**src/rtl/core/thadc_pkg.sv**
```systemverilog
// Package for the thermistor ADC to temperature converter.
// Holds widths, fixed-point constants, status and register codes, and word types.
// No dependencies.
package thadc_pkg;

   // ADC scaling
   localparam int AdcBits  = 12;
   localparam int OvsBits  = 2;
   localparam int AdcW     = AdcBits + OvsBits;
   localparam int StepBits = AdcW - 13;
   localparam int RailW    = AdcW + 3;
   localparam int NdW      = RailW - 1;
   localparam int ReadW    = 14;
   localparam int LimitW   = 14;

   // configuration port
   localparam int CfgIdxW  = 4;
   localparam int CsrDataW = 40;

   // front to back queue
   localparam int QDepth = 4;
   localparam int QPtrW  = $clog2(QDepth);
   localparam int QCntW  = $clog2(QDepth + 1);

   // log2 lanes
   localparam int LogInW   = 24;
   localparam int LogIntW  = 5;
   localparam int FracBits = 28;
   localparam int LogW     = LogIntW + FracBits;
   localparam int MantW    = 31;
   localparam int LogIter  = 28;

   // Steinhart-Hart datapath
   localparam int L2W     = 36;
   localparam int L2MagW  = 34;
   localparam int LnW     = 33;
   localparam int Ln2W    = 38;
   localparam int Ln2LoW  = 19;
   localparam int Ln3W    = 43;
   localparam int CoefW   = 32;
   localparam int CoefCW  = 40;
   localparam int CLoW    = 20;
   localparam int BtW     = 59;
   localparam int RW      = 60;
   localparam int RemW    = 59;
   localparam int DivSteps = 21;
   localparam int TempW   = 20;
   localparam int TqW     = 22;
   localparam int MathStages = 7;
   localparam int PipeDepth  = 1 + LogIter + MathStages + DivSteps;

   localparam logic [FracBits-1:0] Ln2Q28 = 28'd186065279;
   localparam logic signed [L2W-1:0] SeriesUnit =
      {{(L2W - FracBits - 3){1'b0}}, 3'b100, {FracBits{1'b0}}};
   localparam logic [RemW-1:0] RemInit = {{(RemW - 48){1'b0}}, 1'b1, 47'b0};
   localparam logic signed [RW-1:0] RMin = {{(RW - 49){1'b0}}, 1'b1, 48'b0};
   localparam logic signed [TempW-1:0] TempBad       = 20'sd512000;
   localparam logic signed [TempW-1:0] TempOpen      = -20'sd69926;
   localparam logic signed [TempW-1:0] TempMax       = 20'sd524287;
   localparam logic signed [TempW-1:0] TempColdLimit = -20'sd1280;
   localparam logic signed [TqW-1:0]   AbsZeroQ      = 22'sd69926;
   localparam logic signed [TqW-1:0]   TempMaxQ      = 22'sd524287;
   localparam logic [6:0] OpenRatio = 7'd100;

   // status codes
   localparam logic [2:0] StOk       = 3'd0;
   localparam logic [2:0] StNotReady = 3'd1;
   localparam logic [2:0] StBadRef   = 3'd2;
   localparam logic [2:0] StBadGnd   = 3'd3;
   localparam logic [2:0] StOpen     = 3'd4;
   localparam logic [2:0] StShort    = 3'd5;

   // register indexes
   localparam logic [CfgIdxW-1:0] CsrSeries    = 4'd0;
   localparam logic [CfgIdxW-1:0] CsrCoefA     = 4'd1;
   localparam logic [CfgIdxW-1:0] CsrCoefB     = 4'd2;
   localparam logic [CfgIdxW-1:0] CsrCoefC     = 4'd3;
   localparam logic [CfgIdxW-1:0] CsrLowOfs    = 4'd4;
   localparam logic [CfgIdxW-1:0] CsrHighOfs   = 4'd5;
   localparam logic [CfgIdxW-1:0] CsrRailMon   = 4'd6;
   localparam logic [CfgIdxW-1:0] CsrRailLimit = 4'd7;

   typedef struct packed {
      logic [ReadW-1:0] sensor_reading;
      logic             sensor_valid;
      logic [ReadW-1:0] ref_reading;
      logic             ref_valid;
      logic [ReadW-1:0] gnd_reading;
      logic             gnd_valid;
   } req_type;

   typedef struct packed {
      logic signed [TempW-1:0] temperature;
      logic [2:0]              status;
   } rsp_type;

   typedef struct packed {
      logic [23:0]       series_resistance;
      logic [CoefW-1:0]  coef_a;
      logic [CoefW-1:0]  coef_b;
      logic [CoefCW-1:0] coef_c;
      logic [7:0]        low_offset;
      logic [7:0]        high_offset;
      logic              use_rail_monitor;
      logic [LimitW-1:0] rail_drop_limit;
   } cfg_type;

   typedef struct packed {
      logic [2:0]     status;
      logic           cold;
      logic [NdW-1:0] num;
      logic [NdW-1:0] den;
   } item_type;

   typedef struct packed {
      logic       vld;
      logic [2:0] status;
      logic       cold;
   } sb_type;

   localparam cfg_type CfgReset = '{
      series_resistance: 24'd71680,
      coef_a:            32'd707000000,
      coef_b:            32'd259000000,
      coef_c:            40'd0,
      low_offset:        8'd0,
      high_offset:       8'd0,
      use_rail_monitor:  1'b0,
      rail_drop_limit:   14'd1327
   };

endpackage

```
**src/rtl/core/thadc_front.sv**
```systemverilog
// Front end: configuration registers, rail checks and fault classification.
// Depends on thadc_pkg; feeds thadc_queue.
module thadc_front (
   input  logic                              clock,
   input  logic                              reset,
   input  logic                              csr_valid,
   output logic                              csr_ready,
   input  logic [thadc_pkg::CfgIdxW-1:0]     csr_index,
   input  logic [thadc_pkg::CsrDataW-1:0]    csr_wdata,
   input  logic                              req_valid,
   output logic                              req_ready,
   input  thadc_pkg::req_type                req_data,
   output logic                              push_valid,
   input  logic                              push_ready,
   output thadc_pkg::item_type               push_item,
   output thadc_pkg::cfg_type                cfg
);

   thadc_pkg::cfg_type cfg_ff, cfg_in;

   // decode register writes
   always_comb begin
      cfg_in = cfg_ff;
      if (csr_valid) begin
         case (csr_index)
            thadc_pkg::CsrSeries:    cfg_in.series_resistance = csr_wdata[23:0];
            thadc_pkg::CsrCoefA:     cfg_in.coef_a = csr_wdata[thadc_pkg::CoefW-1:0];
            thadc_pkg::CsrCoefB:     cfg_in.coef_b = csr_wdata[thadc_pkg::CoefW-1:0];
            thadc_pkg::CsrCoefC:     cfg_in.coef_c = csr_wdata[thadc_pkg::CoefCW-1:0];
            thadc_pkg::CsrLowOfs:    cfg_in.low_offset = csr_wdata[7:0];
            thadc_pkg::CsrHighOfs:   cfg_in.high_offset = csr_wdata[7:0];
            thadc_pkg::CsrRailMon:   cfg_in.use_rail_monitor = csr_wdata[0];
            thadc_pkg::CsrRailLimit: begin
               cfg_in.rail_drop_limit = csr_wdata[thadc_pkg::LimitW-1:0];
            end
            default: cfg_in = cfg_ff;
         endcase
      end
   end

   always_ff @(posedge clock) begin
      if (reset) begin
         cfg_ff <= thadc_pkg::CfgReset;
      end else begin
         cfg_ff <= cfg_in;
      end
   end

   assign csr_ready = 1'b1;
   assign cfg       = cfg_ff;

   localparam int RailW = thadc_pkg::RailW;
   localparam logic signed [RailW-1:0] FullRail =
      {{(RailW - thadc_pkg::AdcW - 1){1'b0}}, 1'b1, {thadc_pkg::AdcW{1'b0}}};

   logic signed [RailW-1:0] lo_w, hi_w, t_w, rr_w, gr_w, lim_w;
   logic signed [RailW-1:0] vref_w, vgnd_w, num_w, den_w;
   logic [thadc_pkg::NdW-1:0] num_u, den_u;
   logic                      mon_w, not_ready_w, cold_w;

   // scale offsets to oversampled counts, pick rails
   assign lo_w  = {{(RailW - 8){cfg_ff.low_offset[7]}}, cfg_ff.low_offset}
                  <<< thadc_pkg::StepBits;
   assign hi_w  = {{(RailW - 8){cfg_ff.high_offset[7]}}, cfg_ff.high_offset}
                  <<< thadc_pkg::StepBits;
   assign t_w   = {{(RailW - thadc_pkg::ReadW){1'b0}}, req_data.sensor_reading};
   assign rr_w  = {{(RailW - thadc_pkg::ReadW){1'b0}}, req_data.ref_reading};
   assign gr_w  = {{(RailW - thadc_pkg::ReadW){1'b0}}, req_data.gnd_reading};
   assign lim_w = {{(RailW - thadc_pkg::LimitW){1'b0}}, cfg_ff.rail_drop_limit};
   assign mon_w = cfg_ff.use_rail_monitor;

   assign vref_w = mon_w ? (rr_w + hi_w) : (FullRail + hi_w);
   assign vgnd_w = mon_w ? (gr_w + lo_w) : lo_w;
   assign num_w  = t_w - vgnd_w;
   assign den_w  = vref_w - t_w;
   assign num_u  = num_w[thadc_pkg::NdW-1:0];
   assign den_u  = den_w[thadc_pkg::NdW-1:0];

   assign not_ready_w = !req_data.sensor_valid ||
                        (mon_w && (!req_data.ref_valid || !req_data.gnd_valid));
   assign cold_w = ({7'b0, num_u} > ({7'b0, den_u} * thadc_pkg::OpenRatio));

   // classify in priority order
   always_comb begin
      push_item.num  = num_u;
      push_item.den  = den_u;
      push_item.cold = cold_w;
      if (not_ready_w) begin
         push_item.status = thadc_pkg::StNotReady;
      end else if (mon_w && (vref_w < (FullRail - lim_w))) begin
         push_item.status = thadc_pkg::StBadRef;
      end else if (mon_w && (vgnd_w > lim_w)) begin
         push_item.status = thadc_pkg::StBadGnd;
      end else if (vref_w <= t_w) begin
         push_item.status = thadc_pkg::StOpen;
      end else if (t_w <= vgnd_w) begin
         push_item.status = thadc_pkg::StShort;
      end else begin
         push_item.status = thadc_pkg::StOk;
      end
   end

   assign push_valid = req_valid;
   assign req_ready  = push_ready;

endmodule

```
**config.mk**
```make
export PLATFORM = sky130hd
export DESIGN_NAME = thadc_front
export DESIGN_NICKNAME = d
export VERILOG_FILES = /design/src/rtl/core/thadc_pkg.sv /design/src/rtl/core/thadc_front.sv
export SDC_FILE = /design/constraint.sdc
export NUM_CORES = 1
export LEC_CHECK = 0
export BUFFER_PORTS_ARGS = -buffer_cell sky130_fd_sc_hd__buf_2
export CAP_MARGIN = 20
export CORE_ASPECT_RATIO = 1.75
export CORE_MARGIN = 10
export CORE_UTILIZATION = 50
export DETAILED_ROUTE_END_ITERATION = 16
export PLACE_DENSITY = 0.84
export SLEW_MARGIN = 20
export SYNTH_ARGS = -nofsm -noshare
export SYNTH_HDL_FRONTEND = slang
export SYNTH_SLANG_ARGS = --single-unit
```
**constraint.sdc**
```tcl
create_clock -name clock -period 8.9 [get_ports clock]
set_input_delay 0.445 -clock clock [delete_from_list [all_inputs] [get_ports clock]]
set_output_delay 0.445 -clock clock [all_outputs]
set_load 0.02 [all_outputs]
```
Word level (Yosys, flattened, before mapping)
Index checks and enable logic that the tools add are counted.
- $add $sub $neg: 6
- mux-type cells: 7
- equality and inequality tests: 7
- reduce and logical (&&, ||, !) cells: 17
- magnitude comparators: 5
- multipliers: 1
- operator list (operator ; count):
    17-bit 2-to-1 mux ; 2
    15-bit by 9-bit adder with 16-bit output ; 2
    16-bit by 23-bit > comparator with 1-bit output ; 1
    16-bit by 5-bit multiplier with 21-bit output, second input constant ; 1
    16-bit by 9-bit adder with 17-bit output, first input constant ; 1
    17-bit by 15-bit > comparator with 1-bit output ; 1
    15-bit by 17-bit less-or-equal comparator with 1-bit output ; 1
    17-bit by 15-bit less-or-equal comparator with 1-bit output ; 1
    17-bit by 16-bit less-than comparator with 1-bit output ; 1
    4-bit by 3-bit == test with 1-bit output, second input constant ; 4
    2-bit AND reduction ; 8
    15-bit by 14-bit subtractor with 16-bit output, first input constant ; 1
    15-bit by 16-bit subtractor with 16-bit output ; 1
    16-bit by 15-bit subtractor with 16-bit output ; 1
    3-bit 2-to-1 mux ; 5
    4-bit by 2-bit == test with 1-bit output, second input constant ; 2
    4-bit by 1-bit == test with 1-bit output, second input constant ; 1
    4-bit logical NOT ; 1
    1-bit logical AND ; 3
    1-bit logical NOT ; 3
    1-bit logical OR ; 2
- input bits: 94
- output and inout bits: 198
- register bits: 159
- word-level logic and storage cells: 51

Longest topological paths before layout
Gate-level depths: netlist of run 1.
- depth after elaboration: 8
- mapped depth: 34
- mapped depth without buffers: 33

Worst setup path before layout of run 1
OpenSTA, ideal clock, no wires.
- path type: reg-to-output
- start: reg cfg_ff, in the netlist cfg[16]
- end: out push_item[32] in the netlist's numbering
- cell stages (with the launch flop): 34
- arrival time: 6830 ps
- required time: 8455 ps
- path slack: 1625 ps
- path buffers: 1
- cells stage by stage: dfxtp_1 -> ha_1 -> a21oi_1 -> o211ai_1 -> or2_2 -> xor2_1 -> mux2_2 -> ha_1 -> o21ai_0 -> nor2_1 -> o21ai_0 -> nand2b_1 -> xor2_1 -> ha_1 -> ha_1 -> inv_1 -> fa_1 -> inv_1 -> ha_1 -> or3_1 -> o21ai_0 -> a21oi_1 -> a21o_1 -> xnor2_1 -> ha_1 -> nand4_1 -> or2_2 -> nor3_1 -> a2111oi_0 -> nand4_1 -> nor2_1 -> nand4_1 -> nor4_2 -> buf_4
- RTL lines (item ; RTL line ; source):
    from (decl) ; thadc_front.sv:19 ; thadc_pkg::cfg_type cfg_ff, cfg_in;
    from (signal assigned) ; thadc_front.sv:43 ; cfg_ff <= thadc_pkg::CfgReset;
    from (signal assigned) ; thadc_front.sv:45 ; cfg_ff <= cfg_in;
    to (decl) ; thadc_front.sv:15 ; output thadc_pkg::item_type push_item,

==> results.md, run 1 <==
- Tmin final: 7.98 ns
- Initial antenna violation count: 0
- Post-synth EDFFs: 0
- Kind of critical path: reg2out
- FP Rows: 73
- Mux cell area share after synthesis: 3.69%
- Critical path arrival: 7.53 ns
- Final period util: 89.6%
- R2R cell count: 2
- YS warnings: 0
- CTS clk-pin slew, worst paths: 0.06 ns
- Layout fillers: 2,051
- IO Count: 292
- Clk_lat worst skew: 0.42 ns
- Dpl hpwl: 32.9 mm
- Pwr Density: 163 nW/µm²
- Final setup violating endpoints: 0
- Status: completed
- Post-CTS Setup Bufs: 0
- Detailed router's first-iteration violation count: 623
- Max-cap violations: 0
- Clock power share: 30.5%
- Yosys top cell area share: 27.4%
- Clock Tree Buf Depth: 2
- Worst Path Max Fanout: 5
- Worst Setup SP: cfg[16]$_SDFFE_PP0P_
- Initial core utilization: 50.9%
- Antenna cells: 0
- Fin Setup TNS: 0 ns
- Mapped Nets: 1,734
- Non-Filler Instances: 2,033
- Reg-to-reg slack, setup: 7.70 ns
- Leakage: 6.74 nW
- Clock Skew: 0 ns
- Nets@finish: 1,980
- Root buffer cell: clkbuf_16
- Worst path slowest cell: fa_1
- Slew headroom: 35.6%
- Int Pwr: 1.46 mW
- DP Cell Count: 2,003
- Sequential share of the synthesized area: 27.4%
- Sequential standard cell area: 3180 µm²
- Area leader, netlist: dfxtp_1
- CTS Hold Buffers Added: 0
- Synth Area in Adders: 18.6%
- Via density: 5.71
- Area contributors post-synth: dfxtp_1 27%, ha_1 16%, nand2_1 9.7%
- Max VDD drop: 0.219 mV
- Top-count cell post-synth: nand2_1
- Worst slew pin tran: 0.966 ns
- Via count: 11,600
- H-tree depth: 4
- Reg power frac: 32.5%
- Quantity of gates resized following cts: 0
- Synth Instances: 1,476
- CTS sink count: 159
- First-pass GRT wire length: 62.1 mm
- Multi-input logic area: 7740 µm²
- Reg-to-Reg End: mon_w$_SDFFE_PP0P_
- Die area: 30,000 µm²
- Largest net degree at the start of global routing: 85
- Register bit count reported by yosys: 159
- Drt drc: 0
- Worst Setup End Kind: primary output
- Simple-gate area share of the yosys netlist: 20.5%
- Worst path required time: 8.46 ns
- Mapped Avg Cell Area: 7.88 µm²
- Layout cell share with drive strength beyond 1: 20.4%
- Gr ovfl total: 0
- End of the critical path: push_item[32]
- Synth cell types: 74
- Pwr Total: 2.25 mW
- IO Port Bufs: 286
- Asr flop ratio synth: 0%
- Hold Vio Cnt, Final: 0
- Post-DRT Antenna Nets: 0
- Compound-gate portion of the synthesized area: 18.0%
- Hold crit path type: in2reg
- Routability cong.: 0.996
- Final WL: 40.6 mm
- Ys flop type: dfxtp_1
- CTS buffer count: 17
- Largest family of logic cells by synthesized area: simple AND/OR/NAND/NOR gates
- Crit path launch type: flip-flop
- Chip width: 135 µm
- Die span in y: 222 µm
- P&R area growth vs syn: 18.4%
- Area of the core: 22,800 µm²
- First-pass detailed-route iteration total: 5
- Switch Pwr: 0.786 mW
- Synth top cells by count: 300 x nand2_1, 159 x dfxtp_1, 154 x a21oi_1
- CTS tree: yes
- RR Startpoint: mon_w$_SDFFE_PP0P_
- Switching share of power: 35.0%
- GRT Util Overall: 26.1%
- Netlist Area Pre-Place: 11,600 µm²
- Top cell by count, worst path: ha_1
- RSZ-0062 raised after global routing: no
- Maximum clock rate: 125 MHz
- Number of global-route vias before repair: 11,900
- CP max stage delay: 0.50 ns
- Combinational power share: 37.0%
- Max Slew Vio Count: 0
- Wire length per cell: 20.0 µm
- Post-Synth XOR/XNOR Area: 5.64%
[critical path, delay by kind of cell (launching register included)]
| kind | cells | cell delay [ns] |
|---|---|---|
| adders and majority gates | 7 | 2.24 |
| and+or+nand+nor | 11 | 1.89 |
| AOI/OAI and AO/OA | 8 | 1.27 |
| xor gates and xnor gates | 3 | 0.70 |
| DFF | 1 | 0.42 |
| buffers and inverters | 3 | 0.29 |
| muxes | 1 | 0.29 |
[metal layers]
layer	track usage, %	wire, µm	vias to the layer above
met2	46.9	20700	541
met5	0	0	-
met4	18.3	3020	0
met1	24.1	13400	5393
met3	8.01	3510	131
li1	-	-	5537
[cell type report]
type | instances | area share (%)
multi-input cells | 1134 | 56.2
flip-flops and latches | 159 | 23.1
repair buffers | 295 | 10.9
clock buffers | 25 | 3.53
inverters | 115 | 3.13
well taps | 300 | 2.73
clock inverters | 5 | 0.409
[how the worst min path moves through the flow]
stage	start	endpoint	slack, ns	cells past startpoint
after floorplan	cfg[100]$_SDFFE_PP0P_	cfg[100]$_SDFFE_PP0P_	0.53	2
after global placement	cfg[139]$_SDFFE_PP0P_	cfg[139]$_SDFFE_PP0P_	0.44	2
after detailed placement	cfg[63]$_SDFFE_PP0P_	cfg[63]$_SDFFE_PP0P_	0.44	2
after CTS	csr_wdata[32]	cfg[63]$_SDFFE_PP0P_	0.25	3
after global routing	csr_wdata[32]	cfg[63]$_SDFFE_PP0P_	0.25	3
final	csr_wdata[38]	cfg[69]$_SDFFE_PP0P_	0.26	3
[power by group through the flow]
stage / Clock [mW] / Sequential (mW) / Combinational [mW]
after floorplan: 0 / 0.757 / 0.575
after global placement: 0 / 0.745 / 0.806
after detailed placement: 0 / 0.746 / 0.820
after CTS: 0.691 / 0.730 / 0.827
after global routing: 0.720 / 0.731 / 0.918
final: 0.684 / 0.730 / 0.832
[state kept, by name (all words and copies together), names as in the netlist]
register and flops:
cfg 158, mon_w 1
[layout by cell type (no fill, tap or decap), types with 23 or more instances in the layout]
| cell type | count |
|---|---|
| a21o_1 | 39 |
| a21oi_1 | 154 |
| buf_2 | 285 |
| dfxtp_1 | 159 |
| ha_1 | 149 |
| inv_1 | 115 |
| mux2i_1 | 26 |
| nand2_1 | 300 |
| nand3b_1 | 34 |
| nor2_1 | 78 |
| o21ai_0 | 24 |
| xnor2_1 | 50 |
| xor2_1 | 23 |
[stage by stage]
step	util (%)	setup WS (ns)	instance area, µm²	hold WS (ns)
final	60.3	0.921	13800	0.259
after global routing	60.3	0.380	13800	0.248
after CTS	60.3	0.939	13800	0.245
after detailed placement	57.9	1.23	13200	0.443
after global placement	57.9	1.36	13200	0.439
after floorplan	-	1.63	11600	0.535
[cell families after synthesis]
family,Yosys count
simple gates,527
compound gates,328
buf+inv,183
fa+ha+maj,164
flops,159
xor+xnor,74
mux,40
other cells,1
No activity file was read; power rests on OpenSTA's default activity.
==> run 2: changes to the inputs <==
CORE_UTILIZATION = 35   (was 50)
PLACE_DENSITY = not set   (was 0.84)
==> results.md, run 2 (synthesis gave the netlist of run 1 again) <==
- Status: completed
- Worst path slowest cell: fa_1
- Highest-count cells in the layout ignoring fill and taps: 300 x nand2_1, 285 x buf_2, 158 x dfxtp_1
- Switch Pwr: 0.812 mW (+3.4%)
- Fin Setup TNS: 0 ns (unchanged)
- Hold slack: 0.242 ns (-0.0172 ns)
- P&R area growth vs syn: 19.5%
- RSZ-0062 raised after global routing: no
- Crit path launch type: flip-flop
- Worst path required time: 8.46 ns (about the same)
- FP Rows: 88 (+21%)
- Top cell by count, worst path: ha_1
- Via count: 11,200 (-3.7%)
- Hold wc startpoint: csr_wdata[32]
- Final period util: 91.0% (+1.4 points)
- Nets@finish: 1,979 (-0.051%)
- H-tree depth: 4 (unchanged)
- Final Instance Area: 13,900 µm² (+0.96%)
- Initial core utilization: 35.3% (-16 points)
- Worst Setup End Kind: primary output
- First-pass GRT wire length: 64.3 mm (+3.6%)
- Tmin final: 8.10 ns (+0.120 ns)
- Largest net degree at the start of global routing: 101 (+19%)
- Number of cells on the worst hold path: 3 (unchanged)
- CTS buffer count: 17 (unchanged)
- Final WL: 42.8 mm (+5.4%)
- Reg-to-reg slack, setup: 7.86 ns (+0.16 ns)
- Routability cong.: 0.934 (-6.2%)
- Kind of critical path: reg2out
- Chip width: 158 µm (+17%)
- Reg power frac: 32.7% (+0.2 points)
- Die area: 41,200 µm² (+37%)
- Initial antenna violation count: 1 (+1)
- Slew headroom: 27.9% (-7.7 points)
- Maximum clock rate: 123 MHz (-1.5%)
- Post-placement cell area: 13,400 µm² (+0.96%)
- Drt drc: 0 (unchanged)
- Die span in y: 261 µm (+18%)
- Reg-to-Reg End: cfg[22]$_SDFFE_PP0P_
- Max reg flops: 158 (unchanged)
- Setup ws final: 0.801 ns (-0.120 ns)
- Setup Slack @ Placement: 1.18 ns (-0.0580 ns)
- First-pass detailed-route iteration total: 5 (unchanged)
- Critical path arrival: 7.65 ns (+0.12 ns)
- GRT Util Overall: 20.3% (-5.8 points)
- CTS tree: yes
- Gr ovfl total: 0 (unchanged)
- Wire length per cell: 20.0 µm (+0.19%)
- Post-CTS Setup Bufs: 0 (unchanged)
- Pwr Density: 161 nW/µm² (-1.6%)
- CP max stage delay: 0.49 ns (about the same)
- Leakage: 6.74 nW (about the same)
- Hold worst-path end: cfg[63]$_SDFFE_PP0P_
- Root buffer cell: clkbuf_16
- R2R cell count: 2 (unchanged)
- Commonest non-fill, non-tap cell in the layout: nand2_1
- Multi-input logic area: 7740 µm² (about the same)
- Via density: 5.22 (-8.5%)
- Detailed router's first-iteration violation count: 417 (-33%)
- Worst Path Max Fanout: 5 (unchanged)
- Dpl hpwl: 34.5 mm (+4.9%)
- RR Startpoint: cfg[22]$_SDFFE_PP0P_
- Max VDD drop: 0.170 mV (-23%)
- Clock Skew: 0 ns (unchanged)
- IO Count: 292 (unchanged)
- CTS sink count: 159 (unchanged)
- Layout fillers: 3,361 (+64%)
- Int Pwr: 1.42 mW (-2.7%)
- Layout cell share with drive strength beyond 1: 20.9% (+0.45 points)
- Final Util: 42.2% (-18 points)
- IO Port Bufs: 286 (unchanged)
- Max-cap violations: 0 (unchanged)
- Sequential standard cell area: 3180 µm² (about the same)
- CTS Hold Buffers Added: 0 (unchanged)
- Switching share of power: 36.4% (+1.4 points)
- Quantity of gates resized following cts: 0 (unchanged)
- Clock Tree Buf Depth: 2 (unchanged)
- Worst slew pin tran: 1.08 ns (+0.116 ns)
- Post-DRT Antenna Nets: 0 (unchanged)
- Area of the core: 32,900 µm² (+44%)
- Max Slew Vio Count: 0 (unchanged)
- Antenna cells: 0 (unchanged)
- Hold Vio Cnt, Final: 0 (unchanged)
- Final setup violating endpoints: 0 (unchanged)
- Hold crit path type: in2reg
- Combinational power share: 36.6% (-0.4 points)
- CTS clk-pin slew, worst paths: 0.07 ns (about the same)
- Clock power share: 30.7% (+0.2 points)
- Clk_lat worst skew: 0.43 ns (about the same)
- Number of global-route vias before repair: 11,300 (-4.5%)
[run 2: power by group through the flow]
| stage | Combinational, mW | Sequential (mW) | Clock, mW |
|---|---|---|---|
| 3_3_place_gp | 0.804 | 0.745 | 0 |
| 5_1_grt | 0.915 | 0.731 | 0.735 |
| 4_1_cts | 0.819 | 0.730 | 0.706 |
| 6_report | 0.817 | 0.730 | 0.687 |
| 3_5_place_dp | 0.812 | 0.746 | 0 |
| 2_1_floorplan | 0.575 | 0.757 | 0 |
[run 2: worst max-delay path, delay by kind of cell (launching register included)]
kind            cells  cell delay [ns]
compound gates      8             1.34
xor+xnor            3             0.68
fa+ha+maj           7             2.23
buf+inv             3             0.29
flops               1             0.43
mux                 1             0.31
simple gates       11             1.92
[run 2: layout make-up]
class                           count  area share, %
Multi-Input combinational cell   1134           55.7
Sequential cell                   159           22.9
Timing Repair Buffer              294           10.7
Tap cell                          405           3.65
Clock buffer                       18           3.16
Inverter                          115           3.11
Clock inverter                     14          0.783
[run 2: worst max-delay path by stage]
stage / startpoint / end / slack [ns]
floorplan: cfg[16]$_SDFFE_PP0P_ / push_item[32] / 1.63
global placement: req_data[18] / push_item[32] / 1.30
detailed placement: req_data[18] / push_item[32] / 1.18
CTS: cfg[16]$_SDFFE_PP0P_ / push_item[32] / 0.82
global route: cfg[16]$_SDFFE_PP0P_ / push_item[32] / 0.28
finish: cfg[16]$_SDFFE_PP0P_ / push_item[32] / 0.80
[run 2: routing by layer]
layer	GRT usage, %	share of wire (%)	up-vias
met5	0	0.026	-
met4	9.41	4.4	2
met3	6.09	7.9	72
met2	37.7	53	360
met1	19.9	35	5213
li1	-	-	5527
[run 2: per-stage QoR]
step                power [mW]  instances
CTS                       2.25       2139
finish                    2.23       2139
global placement          1.55       2107
detailed placement        1.56       2107
floorplan                 1.33       1476
global route              2.38       2139
==> run 3: changes to the inputs <==
BUFFER_PORTS_ARGS = -buffer_cell sky130_fd_sc_hd__clkbuf_2   (was -buffer_cell sky130_fd_sc_hd__buf_2)
==> results.md, run 3 (synthesis gave the netlist of run 1 again) <==
- Post-DRT Antenna Nets: 0 (unchanged)
- Chip width: 158 µm (unchanged)
- Fin Setup TNS: 0 ns (unchanged)
- Maximum clock rate: 123 MHz (-0.15%)
- First-pass GRT wire length: 64.2 mm (-0.17%)
- Slew headroom: 32.7% (+4.9 points)
- Clk_lat worst skew: 0.43 ns (about the same)
- Die span in y: 261 µm (unchanged)
- Worst path required time: 8.46 ns (about the same)
- CTS tree: yes
- Dpl hpwl: 34.7 mm (+0.57%)
- Commonest non-fill, non-tap cell in the layout: nand2_1
- FP Rows: 88 (unchanged)
- Worst slew pin tran: 1.01 ns (-0.0741 ns)
- Non-Filler Instances: 2,139 (unchanged)
- IO Count: 292 (unchanged)
- Area of the core: 32,900 µm² (unchanged)
- DP Cell Count: 2,107 (unchanged)
- Hold worst-path end: cfg[66]$_SDFFE_PP0P_
- Final Util: 42.2% (about the same)
- Root buffer cell: clkbuf_16
- Wire length per cell: 20.0 µm (about the same)
- Hold crit path type: in2reg
- CTS sink count: 159 (unchanged)
- Hold wc startpoint: csr_wdata[35]
- Leakage: 6.69 nW (-0.77%)
- Initial antenna violation count: 0 (-1)
- Pwr Density: 161 nW/µm² (about the same)
- Max VDD drop: 0.155 mV (-8.7%)
- Reg-to-reg slack, setup: 7.87 ns (about the same)
- Worst Setup End Kind: primary output
- R2R cell count: 2 (unchanged)
- Gr ovfl total: 0 (unchanged)
- Number of cells on the worst hold path: 3 (unchanged)
- P&R area growth vs syn: 19.4% (about the same)
- Top cell by count, worst path: ha_1
- Quantity of gates resized following cts: 0 (unchanged)
- Crit path launch type: flip-flop
- Clock Skew: 0 ns (unchanged)
- Max-cap violations: 0 (unchanged)
- Final WL: 42.8 mm (about the same)
- Number of global-route vias before repair: 11,400 (+0.73%)
- CTS buffer count: 17 (unchanged)
- Worst path slowest cell: fa_1
- RSZ-0062 raised after global routing: no
- CP max stage delay: 0.49 ns (about the same)
- Via count: 11,200 (+0.36%)
- H-tree depth: 4 (unchanged)
- Antenna cells: 0 (unchanged)
- IO Port Bufs: 286 (unchanged)
- CTS Hold Buffers Added: 0 (unchanged)
- Highest-count cells in the layout ignoring fill and taps: 300 x nand2_1, 285 x clkbuf_2, 158 x dfxtp_1
- Die area: 41,200 µm² (unchanged)
- Max Slew Vio Count: 0 (unchanged)
- Final setup violating endpoints: 0 (unchanged)
- First-pass detailed-route iteration total: 6 (+1)
- Nets@finish: 1,979 (unchanged)
- RR Startpoint: cfg[22]$_SDFFE_PP0P_
- Reg-to-Reg End: cfg[22]$_SDFFE_PP0P_
- Status: completed
- Hold Vio Cnt, Final: 0 (unchanged)
- Post-CTS Setup Bufs: 0 (unchanged)
- Tmin final: 8.11 ns (+0.0123 ns)
- Worst Path Max Fanout: 5 (unchanged)
- GRT Util Overall: 20.2% (-0.074 points)
- Critical path arrival: 7.67 ns (+0.02 ns)
- Detailed router's first-iteration violation count: 425 (+1.9%)
- Routability cong.: 0.936 (+0.21%)
- CTS clk-pin slew, worst paths: 0.07 ns (about the same)
- Drt drc: 0 (unchanged)
- Largest net degree at the start of global routing: 83 (-18%)
- Final period util: 91.1% (+0.14 points)
- Clock Tree Buf Depth: 2 (unchanged)
- Initial core utilization: 35.3% (unchanged)
- Via density: 5.24 (+0.36%)
- Kind of critical path: reg2out
- Max reg flops: 158 (unchanged)
- Layout cell share with drive strength beyond 1: 20.8% (-0.058 points)
-- run 3: changes by cell type in the layout (fill, tap and decap cells not counted), sizes merged --
| cell | delta |
|---|---|
| buf | -285 |
| inv | -2 |
| clkinv | +2 |
| clkbuf | +285 |
-- run 3: stage by stage --
stage	cell area, µm²	total power, mW	hold slack (ns)	worst slack [ns]
2_1_floorplan	11600	1.33	0.535	1.63
3_3_place_gp	13400	1.55	0.442	1.29
3_5_place_dp	13400	1.56	0.446	1.16
4_1_cts	13900	2.25	0.211	0.835
5_1_grt	13900	2.37	0.228	0.319
6_report	13900	2.23	0.222	0.789
-- run 3: how the worst max path moves through the flow --
stage / start / end / slack [ns] / cells after the start
2_1_floorplan: cfg[16]$_SDFFE_PP0P_ / push_item[32] / 1.63 / 33
3_3_place_gp: req_data[18] / push_item[32] / 1.29 / 34
3_5_place_dp: req_data[18] / push_item[32] / 1.16 / 34
4_1_cts: cfg[16]$_SDFFE_PP0P_ / push_item[32] / 0.83 / 33
5_1_grt: cfg[16]$_SDFFE_PP0P_ / push_item[32] / 0.32 / 33
6_report: cfg[16]$_SDFFE_PP0P_ / push_item[32] / 0.79 / 33
-- run 3: worst max-delay path, delay by kind of cell (launching register included) --
kind | cells | cell delay (ns)
muxes | 1 | 0.31
and+or+nand+nor | 11 | 1.90
buffers and inverters | 3 | 0.29
DFF | 1 | 0.43
xor gates and xnor gates | 3 | 0.69
AOI/OAI and AO/OA | 8 | 1.35
adders and majority gates | 7 | 2.23
-- run 3: power by group --
group	switching [mW]	leakage, nW	internal (mW)
clock	0.323	0.260	0.361
combinational	0.489	5.14	0.331
sequential	0.00836	1.29	0.722
-- run 3: area by class of cell --
cell class	count	area (µm²)
sequential	159	3180
timing repair buffer	294	1490
fill	3384	19000
inverter	115	432
clock inverter	14	113
multi-input combinational	1134	7740
clock buffer	18	429
tap	405	507
-- run 3: routing by layer --
layer,wire length [µm],GRT usage [%]
met1,14900,19.5
met2,22700,37.9
met3,3170,5.72
met4,2080,10.1
met5,0,0
